## config.mk

```make
export PLATFORM = sky130hd
export DESIGN_NAME = usb_id_pin_otg_detector_top
export DESIGN_NICKNAME = d
export VERILOG_FILES = /design/src/design/usbid_pkg.sv /design/src/design/usbid_ctrl.sv /design/src/design/usbid_datapath.sv /design/src/design/usb_id_pin_otg_detector_top.sv
export SDC_FILE = /design/constraint.sdc
export NUM_CORES = 1
export LEC_CHECK = 0
export BUFFER_PORTS_ARGS = -buffer_cell sky130_fd_sc_hd__buf_2
export CAP_MARGIN = 0
export CORE_ASPECT_RATIO = 0.5
export CORE_MARGIN = 2
export CORE_UTILIZATION = 39
export CTS_CLUSTER_DIAMETER = 80
export DETAILED_ROUTE_END_ITERATION = 12
export PLACE_DENSITY = 0.65
export SYNTH_ARGS = -nofsm -noshare
export SYNTH_HDL_FRONTEND = slang
export SYNTH_SLANG_ARGS = --single-unit
```

## constraint.sdc

```tcl
create_clock -name clk -period 4.7 [get_ports clk]
set_input_delay 0.235 -clock clk [delete_from_list [all_inputs] [get_ports clk]]
set_output_delay 0.235 -clock clk [all_outputs]
set_load 0.02 [all_outputs]
```

## src/design/usbid_pkg.sv

```systemverilog
// shared types, codes and reset values for the usb id pin detector
`timescale 1ns / 1ps
`default_nettype none

package usbid_pkg;

  localparam int MV_W       = 12;
  localparam int SPR_W      = 5;
  localparam int CNF_W      = 4;
  localparam int TMO_W      = 20;
  localparam int EV_W       = 4;
  localparam int KIND_W     = 2;
  localparam int CFG_IDX_W  = 3;
  localparam int CFG_DATA_W = 20;

  typedef logic [EV_W-1:0] event_t;
  localparam event_t EV_NONE     = 4'd0;
  localparam event_t EV_IGNORED  = 4'd1;
  localparam event_t EV_ATTACH   = 4'd2;
  localparam event_t EV_DETACH   = 4'd3;
  localparam event_t EV_BLOCKED  = 4'd4;
  localparam event_t EV_TIMEOUT  = 4'd5;
  localparam event_t EV_ENABLED  = 4'd6;
  localparam event_t EV_DISABLED = 4'd7;
  localparam event_t EV_READING  = 4'd8;

  typedef logic [KIND_W-1:0] kind_t;
  localparam kind_t KIND_SAMPLE  = 2'd0;
  localparam kind_t KIND_TICK    = 2'd1;
  localparam kind_t KIND_ENABLE  = 2'd2;
  localparam kind_t KIND_DISABLE = 2'd3;

  typedef logic [CFG_IDX_W-1:0] cfg_idx_t;
  localparam cfg_idx_t CFG_SPR     = 3'd0;
  localparam cfg_idx_t CFG_CONFIRM = 3'd1;
  localparam cfg_idx_t CFG_ATTACH  = 3'd2;
  localparam cfg_idx_t CFG_DETACH  = 3'd3;
  localparam cfg_idx_t CFG_TIMEOUT = 3'd4;

  localparam logic [SPR_W-1:0] SPR_RESET    = 5'd10;
  localparam logic [CNF_W-1:0] CNF_RESET    = 4'd5;
  localparam logic [MV_W-1:0]  ATTACH_RESET = 12'd110;
  localparam logic [MV_W-1:0]  DETACH_RESET = 12'd200;
  localparam logic [TMO_W-1:0] TMO_RESET    = 20'd300000;

  // controller to datapath
  typedef struct packed {
    logic take;
    logic start_div;
    logic exec;
    logic finish;
  } ctl_cmd_t;

  // datapath to controller
  typedef struct packed {
    logic group_done;
    logic div_done;
  } dp_sts_t;

endpackage

`default_nettype wire

```

## src/design/usbid_ctrl.sv

```systemverilog
// controller state machine: sequences accept, divide, evaluate and output load
`timescale 1ns / 1ps
`default_nettype none

module usbid_ctrl import usbid_pkg::*; (
  input  logic     clk,
  input  logic     rst,
  input  logic     in_valid,
  input  logic     out_stall,
  input  dp_sts_t  sts,
  output logic     in_stall,
  output logic     out_valid,
  output ctl_cmd_t cmd
);

  typedef enum logic [1:0] {S_IDLE, S_CHECK, S_DIV, S_EVAL} state_t;

  state_t state;
  logic   out_free;

  assign out_free = !out_valid || !out_stall;
  assign in_stall = (state != S_IDLE);

  always_comb begin
    cmd      = '0;
    cmd.take = (state == S_IDLE) && in_valid;
    case (state)
      S_CHECK: begin
        if (sts.group_done) begin
          cmd.start_div = 1'b1;
        end else if (out_free) begin
          cmd.exec = 1'b1;
        end
      end
      S_EVAL: begin
        if (out_free) begin
          cmd.finish = 1'b1;
        end
      end
      default: begin
      end
    endcase
  end

  always_ff @(posedge clk) begin
    if (rst) begin
      state     <= S_IDLE;
      out_valid <= 1'b0;
    end else begin
      case (state)
        S_IDLE: begin
          if (in_valid) begin
            state <= S_CHECK;
          end
        end
        S_CHECK: begin
          if (sts.group_done) begin
            state <= S_DIV;
          end else if (out_free) begin
            state <= S_IDLE;
          end
        end
        S_DIV: begin
          if (sts.div_done) begin
            state <= S_EVAL;
          end
        end
        S_EVAL: begin
          if (out_free) begin
            state <= S_IDLE;
          end
        end
        default: state <= S_IDLE;
      endcase
      if (cmd.exec || cmd.finish) begin
        out_valid <= 1'b1;
      end else if (!out_stall) begin
        out_valid <= 1'b0;
      end
    end
  end

endmodule

`default_nettype wire

```

## src/design/usbid_datapath.sv

```systemverilog
// datapath: config registers, detector state, serial divider, result register
`timescale 1ns / 1ps
`default_nettype none

module usbid_datapath import usbid_pkg::*; #(
  parameter int ADC_BITS    = 12,
  parameter int MAX_SAMPLES = 16
) (
  input  logic                  clk,
  input  logic                  rst,
  input  ctl_cmd_t              cmd,
  output dp_sts_t               sts,
  input  logic [KIND_W-1:0]     kind,
  input  logic [MV_W-1:0]       sample_mv,
  input  logic                  vbus_present,
  input  logic                  cfg_we,
  input  logic [CFG_IDX_W-1:0]  cfg_index,
  input  logic [CFG_DATA_W-1:0] cfg_data,
  output logic [EV_W-1:0]       event_res,
  output logic [MV_W-1:0]       reading_mv,
  output logic                  host_attached,
  output logic                  pull_enable,
  output logic                  host_enabled
);

  // largest effective group size: the register tops out at 31
  localparam int NCAP  = (MAX_SAMPLES < 31) ? MAX_SAMPLES : 31;
  localparam int SUM_W = MV_W + $clog2(NCAP + 1);
  localparam int CNT_W = $clog2(SUM_W + 1);
  localparam logic [MV_W-1:0] SAMPLE_MASK =
    (ADC_BITS >= MV_W) ? {MV_W{1'b1}} : MV_W'((1 << ADC_BITS) - 1);

  // config registers
  logic [SPR_W-1:0] samples_per_reading;
  logic [CNF_W-1:0] confirm_count;
  logic [MV_W-1:0]  attach_threshold_mv;
  logic [MV_W-1:0]  detach_threshold_mv;
  logic [TMO_W-1:0] idle_timeout_ms;

  // detector state
  logic             enabled_flag, enabled_flag_next;
  logic             id_high, id_high_next;
  logic [SUM_W-1:0] sample_sum, sample_sum_next;
  logic [SPR_W-1:0] sample_index, sample_index_next;
  logic             confirming, confirming_next;
  logic [CNF_W-1:0] confirm_index, confirm_index_next;
  logic [TMO_W-1:0] timeout_left, timeout_left_next;
  logic             timeout_running, timeout_running_next;

  // latched item
  kind_t            item_kind;
  logic [MV_W-1:0]  item_sample;
  logic             item_vbus;

  // divider
  logic [SUM_W-1:0] quot;
  logic [SPR_W-1:0] rem;
  logic [CNT_W-1:0] div_cnt;
  logic [SPR_W:0]   trial;
  logic             trial_ge;

  logic [SPR_W-1:0] n_eff;
  logic [SPR_W-1:0] index_inc;
  logic [SUM_W-1:0] sum_inc;
  logic [CNF_W-1:0] cidx_inc;
  logic [MV_W-1:0]  reading;
  logic [MV_W-1:0]  thr;
  logic             level;
  logic             take_change;
  event_t           ev_next;
  logic [MV_W-1:0]  rd_next;

  always_comb begin
    if (samples_per_reading == '0) begin
      n_eff = SPR_W'(1);
    end else if (samples_per_reading > SPR_W'(NCAP)) begin
      n_eff = SPR_W'(NCAP);
    end else begin
      n_eff = samples_per_reading;
    end
  end

  assign index_inc = sample_index + SPR_W'(1);
  assign sum_inc   = sample_sum + SUM_W'(item_sample);
  assign cidx_inc  = confirm_index + CNF_W'(1);
  assign reading   = quot[MV_W-1:0];
  assign thr       = id_high ? attach_threshold_mv : detach_threshold_mv;
  assign level     = reading > thr;

  assign sts.group_done = (item_kind == KIND_SAMPLE) && enabled_flag && (index_inc >= n_eff);
  assign sts.div_done   = (div_cnt == '0);

  // one quotient bit per cycle
  assign trial    = {rem, quot[SUM_W-1]};
  assign trial_ge = trial >= {1'b0, n_eff};

  always_comb begin
    enabled_flag_next    = enabled_flag;
    id_high_next         = id_high;
    sample_sum_next      = sample_sum;
    sample_index_next    = sample_index;
    confirming_next      = confirming;
    confirm_index_next   = confirm_index;
    timeout_left_next    = timeout_left;
    timeout_running_next = timeout_running;
    ev_next              = EV_NONE;
    rd_next              = '0;
    take_change          = 1'b0;

    if (cmd.start_div) begin
      sample_sum_next   = '0;
      sample_index_next = '0;
    end

    if (cmd.exec) begin
      case (item_kind)
        KIND_SAMPLE: begin
          if (!enabled_flag) begin
            ev_next = EV_IGNORED;
          end else begin
            sample_sum_next   = sum_inc;
            sample_index_next = index_inc;
          end
        end
        KIND_TICK: begin
          if (enabled_flag && timeout_running) begin
            if (timeout_left <= TMO_W'(1)) begin
              enabled_flag_next    = 1'b0;
              timeout_running_next = 1'b0;
              timeout_left_next    = '0;
              sample_sum_next      = '0;
              sample_index_next    = '0;
              confirming_next      = 1'b0;
              confirm_index_next   = '0;
              ev_next              = EV_TIMEOUT;
            end else begin
              timeout_left_next = timeout_left - TMO_W'(1);
            end
          end
        end
        KIND_ENABLE: begin
          if (enabled_flag) begin
            ev_next = EV_IGNORED;
          end else begin
            enabled_flag_next    = 1'b1;
            id_high_next         = 1'b1;
            sample_sum_next      = '0;
            sample_index_next    = '0;
            confirming_next      = 1'b0;
            confirm_index_next   = '0;
            timeout_left_next    = idle_timeout_ms;
            timeout_running_next = 1'b1;
            ev_next              = EV_ENABLED;
          end
        end
        KIND_DISABLE: begin
          if (!enabled_flag) begin
            ev_next = EV_IGNORED;
          end else begin
            enabled_flag_next    = 1'b0;
            timeout_running_next = 1'b0;
            timeout_left_next    = '0;
            sample_sum_next      = '0;
            sample_index_next    = '0;
            confirming_next      = 1'b0;
            confirm_index_next   = '0;
            ev_next              = EV_DISABLED;
          end
        end
        default: begin
        end
      endcase
    end

    if (cmd.finish) begin
      rd_next = reading;
      ev_next = EV_READING;
      if (level == id_high) begin
        confirming_next    = 1'b0;
        confirm_index_next = '0;
      end else if (!confirming) begin
        if (confirm_count == '0) begin
          take_change = 1'b1;
        end else begin
          confirming_next    = 1'b1;
          confirm_index_next = '0;
        end
      end else if (cidx_inc >= confirm_count) begin
        take_change = 1'b1;
      end else begin
        confirm_index_next = cidx_inc;
      end

      if (take_change) begin
        confirming_next    = 1'b0;
        confirm_index_next = '0;
        if (level) begin
          id_high_next         = 1'b1;
          timeout_left_next    = idle_timeout_ms;
          timeout_running_next = 1'b1;
          ev_next              = EV_DETACH;
        end else if (item_vbus) begin
          ev_next = EV_BLOCKED;
        end else begin
          id_high_next         = 1'b0;
          timeout_running_next = 1'b0;
          timeout_left_next    = '0;
          ev_next              = EV_ATTACH;
        end
      end
    end
  end

  always_ff @(posedge clk) begin
    if (rst) begin
      samples_per_reading <= SPR_RESET;
      confirm_count       <= CNF_RESET;
      attach_threshold_mv <= ATTACH_RESET;
      detach_threshold_mv <= DETACH_RESET;
      idle_timeout_ms     <= TMO_RESET;
      enabled_flag        <= 1'b0;
      id_high             <= 1'b1;
      sample_sum          <= '0;
      sample_index        <= '0;
      confirming          <= 1'b0;
      confirm_index       <= '0;
      timeout_left        <= '0;
      timeout_running     <= 1'b0;
      div_cnt             <= '0;
    end else begin
      if (cfg_we) begin
        case (cfg_index)
          CFG_SPR:     samples_per_reading <= cfg_data[SPR_W-1:0];
          CFG_CONFIRM: confirm_count       <= cfg_data[CNF_W-1:0];
          CFG_ATTACH:  attach_threshold_mv <= cfg_data[MV_W-1:0];
          CFG_DETACH:  detach_threshold_mv <= cfg_data[MV_W-1:0];
          CFG_TIMEOUT: idle_timeout_ms     <= cfg_data[TMO_W-1:0];
          default: begin
          end
        endcase
      end
      enabled_flag    <= enabled_flag_next;
      id_high         <= id_high_next;
      sample_sum      <= sample_sum_next;
      sample_index    <= sample_index_next;
      confirming      <= confirming_next;
      confirm_index   <= confirm_index_next;
      timeout_left    <= timeout_left_next;
      timeout_running <= timeout_running_next;
      if (cmd.start_div) begin
        div_cnt <= CNT_W'(SUM_W);
      end else if (div_cnt != '0) begin
        div_cnt <= div_cnt - CNT_W'(1);
      end
    end
  end

  // payload registers
  always_ff @(posedge clk) begin
    if (cmd.take) begin
      item_kind   <= kind;
      item_sample <= sample_mv & SAMPLE_MASK;
      item_vbus   <= vbus_present;
    end
    if (cmd.start_div) begin
      quot <= sum_inc;
      rem  <= '0;
    end else if (div_cnt != '0) begin
      quot <= {quot[SUM_W-2:0], trial_ge};
      rem  <= trial_ge ? SPR_W'(trial - {1'b0, n_eff}) : trial[SPR_W-1:0];
    end
    if (cmd.exec || cmd.finish) begin
      event_res     <= ev_next;
      reading_mv    <= rd_next;
      host_attached <= enabled_flag_next & ~id_high_next;
      pull_enable   <= enabled_flag_next;
      host_enabled  <= enabled_flag_next;
    end
  end

endmodule

`default_nettype wire

```

## src/design/usb_id_pin_otg_detector_top.sv

```systemverilog
// top level of the usb id pin otg host attach detector
`timescale 1ns / 1ps
`default_nettype none

// usb id pin otg detector: every accepted item (adc sample, millisecond tick,
// enable or disable) gives exactly one result item. while enabled, samples
// are summed into groups of samples_per_reading (0 acts as 1, at most
// min(MAX_SAMPLES,31)) and each group is averaged into one reading, compared
// against attach_threshold_mv while detached and detach_threshold_mv while
// attached; a level change must repeat in confirm_count further readings,
// attach is refused while vbus is present, and an idle timeout of
// idle_timeout_ms ticks switches host mode off. an item is accepted, then
// executed into the output register; a sample that closes a group first runs
// a bit-serial restoring divider, one quotient bit per cycle over SUM_W =
// 12 + clog2(min(MAX_SAMPLES,31) + 1) bits, then is evaluated. the output
// register lets the next item be accepted while a result waits.
// config writes are always ready and should only be issued while idle.
module usb_id_pin_otg_detector_top import usbid_pkg::*; #(
  parameter int ADC_BITS    = 12,
  parameter int MAX_SAMPLES = 16
) (
  input  logic                  clk,
  input  logic                  rst,
  // input item channel
  input  logic                  in_valid,
  output logic                  in_stall,
  input  logic [KIND_W-1:0]     kind,
  input  logic [MV_W-1:0]       sample_mv,
  input  logic                  vbus_present,
  // result item channel
  output logic                  out_valid,
  input  logic                  out_stall,
  output logic [EV_W-1:0]       event_res,
  output logic [MV_W-1:0]       reading_mv,
  output logic                  host_attached,
  output logic                  pull_enable,
  output logic                  host_enabled,
  // config write channel
  input  logic                  cfg_valid,
  output logic                  cfg_ready,
  input  logic [CFG_IDX_W-1:0]  cfg_index,
  input  logic [CFG_DATA_W-1:0] cfg_data
);

  ctl_cmd_t cmd;
  dp_sts_t  sts;

  // registers take a write in any cycle
  assign cfg_ready = 1'b1;

  // sequencing: idle, check, divide, evaluate
  usbid_ctrl u_ctrl (
    .clk       (clk),
    .rst       (rst),
    .in_valid  (in_valid),
    .out_stall (out_stall),
    .sts       (sts),
    .in_stall  (in_stall),
    .out_valid (out_valid),
    .cmd       (cmd)
  );

  // detector state, divider and result register
  usbid_datapath #(
    .ADC_BITS    (ADC_BITS),
    .MAX_SAMPLES (MAX_SAMPLES)
  ) u_dp (
    .clk           (clk),
    .rst           (rst),
    .cmd           (cmd),
    .sts           (sts),
    .kind          (kind),
    .sample_mv     (sample_mv),
    .vbus_present  (vbus_present),
    .cfg_we        (cfg_valid && cfg_ready),
    .cfg_index     (cfg_index),
    .cfg_data      (cfg_data),
    .event_res     (event_res),
    .reading_mv    (reading_mv),
    .host_attached (host_attached),
    .pull_enable   (pull_enable),
    .host_enabled  (host_enabled)
  );

  // one item in flight: an accepted item holds off the next one
  assert property (@(posedge clk) disable iff (rst)
    (in_valid && !in_stall) |=> in_stall)
    else $error("item accepted while another is in progress");

  // a cable can only be reported attached while host mode is on
  assert property (@(posedge clk) disable iff (rst)
    out_valid |-> (!host_attached || (host_enabled && pull_enable)))
    else $error("host attached reported while host mode off");

  // only reading-type events carry a voltage
  assert property (@(posedge clk) disable iff (rst)
    (out_valid && event_res != EV_ATTACH && event_res != EV_DETACH &&
     event_res != EV_BLOCKED && event_res != EV_READING) |-> (reading_mv == '0))
    else $error("reading value on a non-reading event");

  // the divider is only started from a group-closing sample
  assert property (@(posedge clk) disable iff (rst)
    cmd.start_div |-> (sts.group_done && !cmd.exec && !cmd.finish))
    else $error("divider started without a closed sample group");

endmodule

`default_nettype wire
```

==> reports/metrics.yaml <==
setup_path:
  cp_max_fo: 18
  end_kind: "register"
  worstSetupStartpoint: "u_dp.id_high"
  critical_path_required_ns: 5.09
  start_kind: "register"
  worstSetupPathType: "register to register"
  timing.rr.start: "u_dp.id_high"
  crit_arrival_ns: 3.92
timing:
  whs_ns: 0.0251
  rsz0062_at_grt: "no"
  finalSetupViolCount: 0
  hold_viol: 0
  totalNegativeSetupSlack_ns: 0
  slew_headroom: 0.294
  fin_skew_ns: 0.00921
  report.final.slew_viol_count: 0
  max_freq_ghz: 0.283
  finalCritPeriodShare: 0.751
  period_minus_slack_ns: 3.53
  final.setup.worst_slack_ns: 1.17
  worst_pin_slew_ns: 1.05
global_routing:
  grt_start_max_net_pins: 61
  grt_pass1_vias: 7267
  antenna_found_initial: 0
  grtUsageTotal: 0.202
  grt_pass1_wl_microns: 36900
  grt_overflow: 0
final_layout:
  drive_gt1_frac: 0.122
  nets: 1133
  insertedDiodeCount: 0
  area_delta_synth_final_pct: 14.8
place:
  dp_worst_setup_slack_ns: 1.19
  place_hpwl_microns: 16600
  port_buffers: 63
  finalWeightedCongestion: 0.877
min_path:
  min_from: "cfg_data[12]"
  min_path_type: "input port to register"
pwr:
  power_switching_uw: 1310
  p_int_uw: 2870
  clockPowerShare: 0.343
  p_leak_uw: 0.00400
  p_comb_frac: 0.208
  swShare: 0.314
  irDropWorstVdd_mv: 0.184
  powerDensity_nw_per_um2: 417
  power_frac_seq: 0.449
routing:
  drt_iter0_drc: 585
  dr.pass1.iters: 5
  drc: 0
  drtAntennaViolNets: 0
  viasPerCell: 5.52
  vias: 7492
  post_drt_wl_per_cell_microns: 17.0
  wl_microns: 23000
clocking:
  cts_inserted_buffers: 17
  cts_tree: "yes"
  worst_skew_pair.late_latency_ns: 0.45
  post_cts_buffers: 0
  htree_levels: 4
  clockBufferDepth: 2
  cts-root-buf: "clkbuf_16"
  clk_pin_slew_ns: 0.07
  cts_resized: 0
  cts.sinks: 166
floorplanning:
  core_area_sq_um: 21800
  io_pins: 65
  start_util: 0.401
  fp.dieH_microns: 110
  rows: 38
  fp.dieW_microns: 216
  dieArea_sq_um: 23700
synthesis:
  seq_area_frac_synth: 0.437
  syn_area_sq_um: 8740
  synth_area_leaders: "dfxtp_1, edfxtp_1, nand2_1, ha_1, a21oi_1"
  netlist.top_cell.by_area: "dfxtp_1"
  ys_async_sr_fraction: 0
  ys_ff_latch: 166
  synth_cell_types: 72
  synth_cells: 992
  synthTopCellsByCount: "nand2_1, dfxtp_1, a21oi_1, nor2_1, edfxtp_1"
  synth_edf_count: 50
  netlist.area_leader.share: 0.266
  postSynthAreaPerCell_sq_um: 8.81
  synth_nets: 1081
  yosysWarnings: 0
  synth_most_common_cell: "nand2_1"
  ys.flop_type: "dfxtp_1"
run:
  cap_violations: 0
status:
  status: "complete, no violations"
[critical path, stage by stage, from the launching register on]
cell and delay [ns]:
dfxtp_1 0.90, mux2_2 0.43, ha_1 0.18, nor2b_1 0.12, o211ai_1 0.09, a211o_1 0.27
a31oi_2 0.34, nand2_1 0.17, nor2_1 0.70, a22o_1 0.26
[layout by cell type, fill, tap and decap left out, drive strengths merged, types with 16 or more instances in the layout]
master | synthesis | routed
o21ai | 54 | 54
buf | 15 | 71
ha | 44 | 44
clkbuf | 39 | 19
nor2 | 63 | 63
inv | 27 | 31
a21oi | 75 | 75
nand3 | 39 | 39
dlygate4sd3 | 0 | 16
and3 | 18 | 18
dfxtp | 116 | 116
xnor2 | 19 | 19
nor3 | 30 | 30
edfxtp | 50 | 50
mux2i | 19 | 19
nand2 | 180 | 180
[logic make-up (layout without fill, tap and decap cells)]
logic type      Yosys count  count (layout)  synth area share
simple gates            402             402             0.219
compound gates          248             248             0.185
fa+ha+maj                46              46            0.0676
xor+xnor                 26              26            0.0261
mux                      21              21            0.0243
other cells               1               1          0.000429
buf+inv                  82             147            0.0394
flops                   166             166             0.437
[cell type report]
cell class	count	area, sq um
timing repair buffer	87	536
fill	2108	11800
multi-input combinational	744	4590
tap	300	375
clock inverter	13	146
inverter	28	105
clock buffer	19	454
sequential	166	3820
[sequential cells by signal, summed over array words and instances (netlist names), 2 cells and up]
name,cells
u_dp.detach_threshold_mv,12
u_dp.confirm_count,4
u_dp.confirm_index,4
u_dp.samples_per_reading,5
u_dp.attach_threshold_mv,12
u_dp.reading_mv,12
u_dp.sample_index,5
u_dp.sample_sum,17
u_ctrl.state,2
u_dp.rem,5
u_dp.timeout_left,20
u_dp.quot,17
u_dp.div_cnt,5
u_dp.item_kind,2
u_dp.item_sample,12
u_dp.idle_timeout_ms,20
u_dp.event_res,4
[power groups by stage]
stage               combinational, uW  sequential (uW)  clock (uW)
global route                     1000             1890        1510
floorplan                         658             1810           0
finish                            870             1880        1430
CTS                               875             1870        1460
detailed placement                858             1900           0
global placement                  826             1900           0
[routing by layer]
layer / global-route usage / up-vias / part of all wire
met5: 0 / - / 0
met1: 0.255 / 3563 / 0.45
met4: 0.0916 / 0 / 0.027
li1: - / 3687 / -
met3: 0.0459 / 41 / 0.061
met2: 0.334 / 201 / 0.46
[per-stage QoR]
| step | utilization | power, uW | instance area (sq um) | std cells |
|---|---|---|---|---|
| final | 0.460 | 4180 | 10000 | 1357 |
| after CTS | 0.460 | 4210 | 10000 | 1357 |
| after floorplan | - | 2470 | 8740 | 992 |
| after global placement | 0.425 | 2730 | 9270 | 1309 |
| after detailed placement | 0.425 | 2760 | 9270 | 1309 |
| after global routing | 0.460 | 4410 | 10000 | 1357 |
[worst paths after layout]
check	to	slack [ns]	cells after the start
min	u_dp.idle_timeout_ms[12]	0.03	3
max	u_dp.timeout_left[9]	1.17	9
min reg2reg	u_dp.samples_per_reading[0]	0.46	2
max reg2reg	u_dp.timeout_left[9]	1.17	9
[what timing repair did]
action / CTS / global route
endpoints found under the setup margin: 0 / 0
hold buffers: 16 / 0
hold endpoints to repair: 16 / 0
Note: power is estimated with default switching activity, not from simulation.
